$ cat src/design/scf_pkg.sv
package scf_pkg;

    // Depth of the result queue; it must hold two results of one word plus slack.
    localparam int OUTQ_DEPTH = 4;

    // One result word on the output stream.
    typedef struct packed {
        logic [15:0] out_char;
        logic [31:0] line_no;
        logic        end_mark;
        logic        final_of_run;
    } scf_res_t;

    // Results produced by one accepted input word, handed to the result queue.
    typedef struct packed {
        logic [1:0] count;
        scf_res_t   first;
        scf_res_t   second;
    } scf_push_t;

endpackage

$ cat src/design/scf_scan.sv
module scf_scan import scf_pkg::*; #(
    parameter int MAX_EQUALS = 15
) (
    input  logic        clk,
    input  logic        rst_n,
    input  logic        accept,
    input  logic        op,
    input  logic [15:0] ch,
    output scf_push_t   push
);

    localparam int EqW = $clog2(MAX_EQUALS + 1);
    localparam logic [EqW-1:0] EqMax = EqW'(MAX_EQUALS);

    localparam logic [15:0] CH_DASH   = 16'h002D;
    localparam logic [15:0] CH_LBRK   = 16'h005B;
    localparam logic [15:0] CH_RBRK   = 16'h005D;
    localparam logic [15:0] CH_EQ     = 16'h003D;
    localparam logic [15:0] CH_NL     = 16'h000A;
    localparam logic [15:0] CH_BSLASH = 16'h005C;
    localparam logic [15:0] CH_DQUOTE = 16'h0022;
    localparam logic [15:0] CH_SQUOTE = 16'h0027;
    localparam logic [15:0] CH_BQUOTE = 16'h0060;

    typedef enum logic [2:0] {
        M_NORMAL,
        M_DASH,
        M_OPEN2,
        M_OPENEQ,
        M_LINE,
        M_BLOCK
    } mode_t;

    mode_t            mode_reg, mode_next, mode_eff;
    logic [EqW-1:0]   open_eq_reg, open_eq_next;
    logic [EqW-1:0]   close_eq_reg, close_eq_next;
    logic             close_armed_reg, close_armed_next;
    logic [15:0]      quote_reg, quote_next;
    logic             esc_reg, esc_next;
    logic [31:0]      line_reg, line_next;

    logic             dash_out;
    logic             char_out;
    logic             is_nl;
    scf_res_t         dash_r, char_r, end_r;

    always_comb
    begin
        mode_next        = mode_reg;
        open_eq_next     = open_eq_reg;
        close_eq_next    = close_eq_reg;
        close_armed_next = close_armed_reg;
        quote_next       = quote_reg;
        esc_next         = esc_reg;
        line_next        = line_reg;
        push             = '0;
        dash_out         = 1'b0;
        char_out         = 1'b0;
        mode_eff         = mode_reg;
        is_nl            = (ch == CH_NL);

        dash_r.out_char     = CH_DASH;
        dash_r.line_no      = line_reg;
        dash_r.end_mark     = 1'b0;
        dash_r.final_of_run = 1'b0;

        end_r.out_char      = 16'h0000;
        end_r.line_no       = line_reg;
        end_r.end_mark      = 1'b1;
        end_r.final_of_run  = 1'b1;

        char_r.out_char     = ch;
        char_r.line_no      = line_reg + 32'(is_nl);
        char_r.end_mark     = 1'b0;
        char_r.final_of_run = 1'b1;

        if (accept)
        begin
            if (op)
            begin
                // End of text: flush a held dash, mark the end, then clear all state.
                if (mode_reg == M_DASH)
                begin
                    push.count  = 2'd2;
                    push.first  = dash_r;
                    push.second = end_r;
                end
                else
                begin
                    push.count = 2'd1;
                    push.first = end_r;
                end
                mode_next        = M_NORMAL;
                open_eq_next     = '0;
                close_eq_next    = '0;
                close_armed_next = 1'b0;
                quote_next       = '0;
                esc_next         = 1'b0;
                line_next        = '0;
            end
            else if (mode_reg == M_DASH && ch == CH_DASH)
            begin
                mode_next    = M_OPEN2;
                open_eq_next = '0;
            end
            else
            begin
                dash_out  = (mode_reg == M_DASH);
                mode_eff  = dash_out ? M_NORMAL : mode_reg;
                mode_next = mode_eff;
                line_next = line_reg + 32'(is_nl);

                case (mode_eff)
                    M_OPEN2:
                    begin
                        if (ch == CH_LBRK)
                        begin
                            mode_next    = M_OPENEQ;
                            open_eq_next = '0;
                        end
                        else if (is_nl)
                            mode_next = M_NORMAL;
                        else
                            mode_next = M_LINE;
                    end
                    M_OPENEQ:
                    begin
                        if (ch == CH_LBRK)
                        begin
                            mode_next        = M_BLOCK;
                            close_armed_next = 1'b0;
                            close_eq_next    = '0;
                        end
                        else if (ch == CH_EQ)
                            open_eq_next = (open_eq_reg >= EqMax) ? EqMax
                                                                  : open_eq_reg + 1'b1;
                        else
                        begin
                            open_eq_next = '0;
                            mode_next    = is_nl ? M_NORMAL : M_LINE;
                        end
                    end
                    M_LINE:
                    begin
                        if (is_nl)
                            mode_next = M_NORMAL;
                    end
                    M_BLOCK:
                    begin
                        if (ch == CH_RBRK)
                        begin
                            if (close_armed_reg && close_eq_reg == open_eq_reg)
                            begin
                                mode_next        = M_NORMAL;
                                open_eq_next     = '0;
                                close_armed_next = 1'b0;
                                close_eq_next    = '0;
                            end
                            else
                            begin
                                close_armed_next = 1'b1;
                                close_eq_next    = '0;
                            end
                        end
                        else if (ch == CH_EQ)
                        begin
                            if (close_armed_reg)
                                close_eq_next = (close_eq_reg >= EqMax) ? EqMax
                                                                        : close_eq_reg + 1'b1;
                        end
                        else
                        begin
                            close_armed_next = 1'b0;
                            close_eq_next    = '0;
                        end
                    end
                    default:
                    begin
                        mode_next = M_NORMAL;
                        if (quote_reg == 16'h0000)
                        begin
                            if (ch == CH_DASH)
                                mode_next = M_DASH;
                            else
                            begin
                                if (ch == CH_DQUOTE || ch == CH_SQUOTE || ch == CH_BQUOTE)
                                    quote_next = ch;
                                char_out = 1'b1;
                            end
                        end
                        else
                        begin
                            if (esc_reg)
                                esc_next = 1'b0;
                            else if (ch == CH_BSLASH)
                                esc_next = 1'b1;
                            else if (ch == quote_reg)
                                quote_next = '0;
                            char_out = 1'b1;
                        end
                    end
                endcase

                if (dash_out && char_out)
                begin
                    push.count  = 2'd2;
                    push.first  = dash_r;
                    push.second = char_r;
                end
                else if (dash_out)
                begin
                    push.count              = 2'd1;
                    push.first              = dash_r;
                    push.first.final_of_run = 1'b1;
                end
                else if (char_out)
                begin
                    push.count = 2'd1;
                    push.first = char_r;
                end
            end
        end
    end

    always_ff @(posedge clk or negedge rst_n)
    begin
        if (!rst_n)
        begin
            mode_reg        <= M_NORMAL;
            open_eq_reg     <= '0;
            close_eq_reg    <= '0;
            close_armed_reg <= 1'b0;
            quote_reg       <= '0;
            esc_reg         <= 1'b0;
            line_reg        <= '0;
        end
        else
        begin
            mode_reg        <= mode_next;
            open_eq_reg     <= open_eq_next;
            close_eq_reg    <= close_eq_next;
            close_armed_reg <= close_armed_next;
            quote_reg       <= quote_next;
            esc_reg         <= esc_next;
            line_reg        <= line_next;
        end
    end

endmodule

$ cat src/design/scf_outq.sv
module scf_outq import scf_pkg::*; (
    input  logic      clk,
    input  logic      rst_n,
    input  scf_push_t push,
    output logic      room,
    output logic      head_valid,
    output scf_res_t  head,
    input  logic      head_ready
);

    localparam int QW = $clog2(OUTQ_DEPTH);

    scf_res_t        entry_reg [OUTQ_DEPTH];
    logic [QW-1:0]   wr_ptr_reg, wr_ptr_next;
    logic [QW-1:0]   rd_ptr_reg, rd_ptr_next;
    logic [QW:0]     count_reg, count_next;
    logic            pop;

    assign head_valid = (count_reg != '0);
    assign head       = entry_reg[rd_ptr_reg];
    assign pop        = head_valid && head_ready;
    // Room for the two results that one word can cause.
    assign room       = (count_reg <= (QW + 1)'(OUTQ_DEPTH - 2));

    always_comb
    begin
        wr_ptr_next = wr_ptr_reg + QW'(push.count);
        rd_ptr_next = rd_ptr_reg + QW'(pop);
        count_next  = count_reg + (QW + 1)'(push.count) - (QW + 1)'(pop);
    end

    always_ff @(posedge clk)
    begin
        if (push.count != 2'd0)
            entry_reg[wr_ptr_reg] <= push.first;
        if (push.count == 2'd2)
            entry_reg[wr_ptr_reg + QW'(1)] <= push.second;
    end

    always_ff @(posedge clk or negedge rst_n)
    begin
        if (!rst_n)
        begin
            wr_ptr_reg <= '0;
            rd_ptr_reg <= '0;
            count_reg  <= '0;
        end
        else
        begin
            wr_ptr_reg <= wr_ptr_next;
            rd_ptr_reg <= rd_ptr_next;
            count_reg  <= count_next;
        end
    end

endmodule

$ cat src/design/script_comment_string_filter_core.sv
// Comment stripper for script text. Each input word carries one 16-bit code
// unit (or, with tuser set, an end-of-text request); the core drops line comments
// opened by two dashes and block comments of the form "--[==[ ... ]==]", passes
// quoted strings through untouched (double, single and back quotes, with
// backslash escapes), and tags every passed unit with the number of newlines
// seen so far. The scanner state is updated in the cycle a word is accepted and
// its results are registered into a four-entry result queue, from which they
// leave in order. The input takes one word per cycle as long as the queue has
// room for two results; a word causes at most two results (a held-back dash
// followed by the next unit, or followed by the end marker), so the input rate
// is one word per cycle only while the queue has room, and the queue output
// port sets that limit. A dash outside strings is held until the next word
// shows whether a comment starts.
// The end-of-text word flushes that dash, yields an end marker (tuser set, zero
// character, current line count) and returns all state to its reset value.
module script_comment_string_filter_core import scf_pkg::*; #(
    parameter int MAX_EQUALS = 15
) (
    input  logic        clk,
    input  logic        rst_n,
    input  logic        s_axis_tvalid,
    output logic        s_axis_tready,
    input  logic [15:0] s_axis_tdata,   // [15:0] ch
    input  logic        s_axis_tuser,   // [0] op (1 = end of text)
    output logic        m_axis_tvalid,
    input  logic        m_axis_tready,
    output logic [47:0] m_axis_tdata,   // [15:0] out_char, [47:16] line_no
    output logic        m_axis_tuser,   // [0] end_mark
    output logic        m_axis_tlast    // final_of_run
);

    logic      accept;
    scf_push_t push;
    scf_res_t  head;

    // A word is taken whenever the queue can absorb its worst case of two results.
    assign accept = s_axis_tvalid && s_axis_tready;

    scf_scan #(
        .MAX_EQUALS (MAX_EQUALS)
    ) u_scan (
        .clk    (clk),
        .rst_n  (rst_n),
        .accept (accept),
        .op     (s_axis_tuser),
        .ch     (s_axis_tdata),
        .push   (push)
    );

    scf_outq u_outq (
        .clk        (clk),
        .rst_n      (rst_n),
        .push       (push),
        .room       (s_axis_tready),
        .head_valid (m_axis_tvalid),
        .head       (head),
        .head_ready (m_axis_tready)
    );

    assign m_axis_tdata = {head.line_no, head.out_char};
    assign m_axis_tuser = head.end_mark;
    assign m_axis_tlast = head.final_of_run;

endmodule

$ cat config.mk
export PLATFORM = sky130hd
export DESIGN_NAME = script_comment_string_filter_core
export DESIGN_NICKNAME = d
export VERILOG_FILES = /design/src/design/scf_pkg.sv /design/src/design/scf_scan.sv /design/src/design/scf_outq.sv /design/src/design/script_comment_string_filter_core.sv
export SDC_FILE = /design/constraint.sdc
export NUM_CORES = 1
export LEC_CHECK = 0
export ABC_AREA = 1
export BUFFER_PORTS_ARGS = -buffer_cell sky130_fd_sc_hd__buf_2
export CORE_MARGIN = 8
export CORE_UTILIZATION = 59
export DETAILED_ROUTE_END_ITERATION = 12
export MAX_ROUTING_LAYER = met4
export PLACE_DENSITY_LB_ADDON = 0.08
export SLEW_MARGIN = 40
export SYNTH_ARGS = -nofsm -noshare
export SYNTH_HDL_FRONTEND = slang
export SYNTH_SLANG_ARGS = --single-unit
$ cat constraint.sdc
create_clock -name clk -period 6.3 [get_ports clk]
set_input_delay 1.26 -clock clk [delete_from_list [all_inputs] [get_ports clk]]
set_output_delay 1.26 -clock clk [all_outputs]
set_load 0.005 [all_outputs]
==> impl_metrics.tcl <==
set metrics [dict create \
    vdd_drop_max_uv 352.2 \
    cp.depth 16 \
    die_area_mm2 0.03215 \
    yosysWarnings 0 \
    port_buffers 72 \
    ys_ff_latch 268 \
    cts_resized 0 \
    hold_slack_ps 516.5 \
    area_growth_pct 8.865 \
    drv_slew 0 \
    grt-ovfl-total 0 \
    period_share_pct 74.02 \
    crit_top_cell "nand2_1" \
    fin_crit_ps 4663 \
    reg2reg_depth 14 \
    cp-start-kind "input pin" \
    cp_slowest_cell "nor2_2" \
    final.setup.tns_ps 0 \
    syn_inst 2013 \
    final-instance-count-excl-fill 2391 \
    gp_congestion 0.9966 \
    fin_skew_ps 10.73 \
    crit_chain "buf_2 > nor2_1 > nand2_1 > nor2_2 > buf_4 > nand2_1 > nor2_1 > nor2_2 > ha_1 > nand2_1 > nand2_2 > nand2_4 > nor2_8 > nand2_8 > o21ai_4 > buf_4" \
    max_freq_mhz 214.4 \
    core_area_mm2 0.02613 \
    cp-end-kind "flip-flop" \
    synthDistinctLibCells 43 \
    num_rows 59 \
    status "completed" \
    largest_reg_flops 200 \
    layout-drive-gt1-share_pct 8.366 \
    diodes 0 \
    avgRoutedWirePerCell_um 20.25 \
    final-setup-viol-count 0 \
    cp_max_fo 55 \
    leakagePower_uw 0.007187 \
    power.density_mw_per_mm2 411.9 \
    slowest_delay_ps 490 \
    die_h_um 179.3 \
    cts_buffers 28 \
    min_path_type "reg2reg" \
    crit_arrival_ps 4890 \
    syn_avg_cell_area_um2 7.817 \
    clk_path_buf_depth 3 \
    worst-slew-pin-transition_ps 843.0 \
    critical_path_class "in2reg" \
    fin_nets 2067 \
    synth_area_mm2 0.01574 \
    postCtsSetupRepairBufs 0 \
    vias 14440 \
    die_w_um 179.3 \
    wirelength_um 48410 \
    placedCellCount 2339 \
    drv_cap 0 \
    cts_max_level 1 \
    firstDrtPassIters 8 \
    antenna_found_initial 1 \
    ys_seq_area_share_pct 48.98 \
    hold_viol 0 \
    rsz0062_at_grt "no" \
    ant_nets 0 \
    drc 0 \
    viasPerCell 6.041 \
    initial_core_util_pct 60.22 \
    dp_hpwl_um 33870 \
    slew_headroom_pct 43.59 \
    holdPathStages 2 \
    syn_nets 2045 \
    track_usage_pct 30.90 \
    path_buf_inv 3 \
    nFillCells 2295 \
    grt_pass1_vias 13250 \
    critPathRequiredTime_ps 6530 \
    io_pins 73 \
    grt_max_degree 73 \
    cts_hold_buf 0 \
    cts.sinks 268 \
    grt_pass1_wl_um 74330 \
    layout_commonest_cell "nand2_1" \
    mostFrequentLayoutCells "596 x nand2_1, 234 x nor2_1, 200 x edfxtp_1" \
    cpLargestDelayFamily "simple AND/OR/NAND/NOR gates" \
    root_buffer "clkbuf_16" \
    clk_pin_slew_ps 60 \
    tritoncts "yes" \
    drtIter0Drc 1922 \
    clkLatencyLatePin_ps 550 \
]
[layout make-up]
| class | instances | area [um2] | area share, % |
|---|---|---|---|
| Tap cell | 335 | 419.2 | 2.447 |
| Inverter | 148 | 558.0 | 3.257 |
| Multi-Input combinational cell | 1494 | 6970 | 40.69 |
| Clock inverter | 17 | 148.9 | 0.8691 |
| Timing Repair Buffer | 95 | 579.3 | 3.382 |
| Clock buffer | 34 | 744.5 | 4.346 |
| Sequential cell | 268 | 7711 | 45.01 |
[cells by family after synthesis]
logic type	synth area share [%]
buffers and inverters	7.140
XOR/XNOR	1.057
AND/OR/NAND/NOR	28.39
flip-flops	48.98
adder cells (fa/ha/maj)	0.9223
AO/OA/AOI/OAI	13.52
[report_power, final]
part / leakage [uW] / internal (uW) / switching [uW]
Clock: 0.000422 / 922 / 706
Combinational: 0.00398 / 819 / 1990
Sequential: 0.00278 / 2340 / 278
[through the flow]
stage | utilization [%] | worst slack [ps] | cell area [um2] | total power (uW)
2_1_floorplan | - | 703.4 | 15740 | 4350
3_3_place_gp | 61.81 | 1110 | 16150 | 5335
6_report | 65.56 | 1637 | 17130 | 7056
3_5_place_dp | 62.01 | 1138 | 16210 | 5402
4_1_cts | 65.43 | 1716 | 17100 | 7010
5_1_grt | 65.56 | 1399 | 17130 | 7432
[synthesized netlist by cell type (all sizes together)]
master   number  area share, %
xor2         16           0.89
a22o          1          0.056
buf          48            2.3
inv         148            3.5
a21oi        77            2.4
clkbuf       55            1.3
and3          1          0.040
nor3          8           0.25
nand3       190            6.1
nor2        246            6.2
or2           2          0.079
nand4         4           0.25
o211ai        5           0.24
nand2       603             15
a211oi        2          0.095
edfxtp      200             38
nor3b         1          0.048
nand3b        6           0.37
o21ai       237            7.5
a21boi        1          0.048
dfrtp        68             11
ha           10           0.80
o2111ai       1          0.056
o21a          1          0.048
fa            1           0.13
xnor2         3           0.17
nor4          3           0.12
o31ai         1          0.048
o22ai        74            2.9
[path summary, 6_finish.rpt]
path                                                         start                                  to  slack, ps
worst max-delay path                              s_axis_tdata[14]   u_outq.entry_reg[0][16]$_DFFE_PP_       1640
worst min-delay path            u_scan.close_eq_reg[3]$_DFFE_PN0P_  u_scan.close_eq_reg[3]$_DFFE_PN0P_        520
worst max register to register     u_scan.quote_reg[2]$_DFFE_PN0P_   u_outq.entry_reg[0][16]$_DFFE_PP_       2170
worst min register to register  u_scan.close_eq_reg[3]$_DFFE_PN0P_  u_scan.close_eq_reg[3]$_DFFE_PN0P_        520
max in group asynchronous                                    rst_n      u_outq.rd_ptr_reg[0]$_DFF_PN0_       4970
min in group asynchronous                                    rst_n    u_scan.quote_reg[12]$_DFFE_PN0P_        800
[worst register-to-register path: cells and delay by family (launching register included)]
kind | cells | cell delay (ps)
simple gates | 11 | 2090
compound gates | 1 | 520
flops | 1 | 430
buf+inv | 1 | 410
fa+ha+maj | 1 | 370
[metal layers]
layer	global-route usage [%]	wire, um	up-vias
li1	-	-	6818
met1	45.44	21560	6778
met2	43.48	20570	784
met3	6.150	5499	63
met4	6.942	786	0
met5	-	0	-
Note: power is estimated with default switching activity, not from simulation.
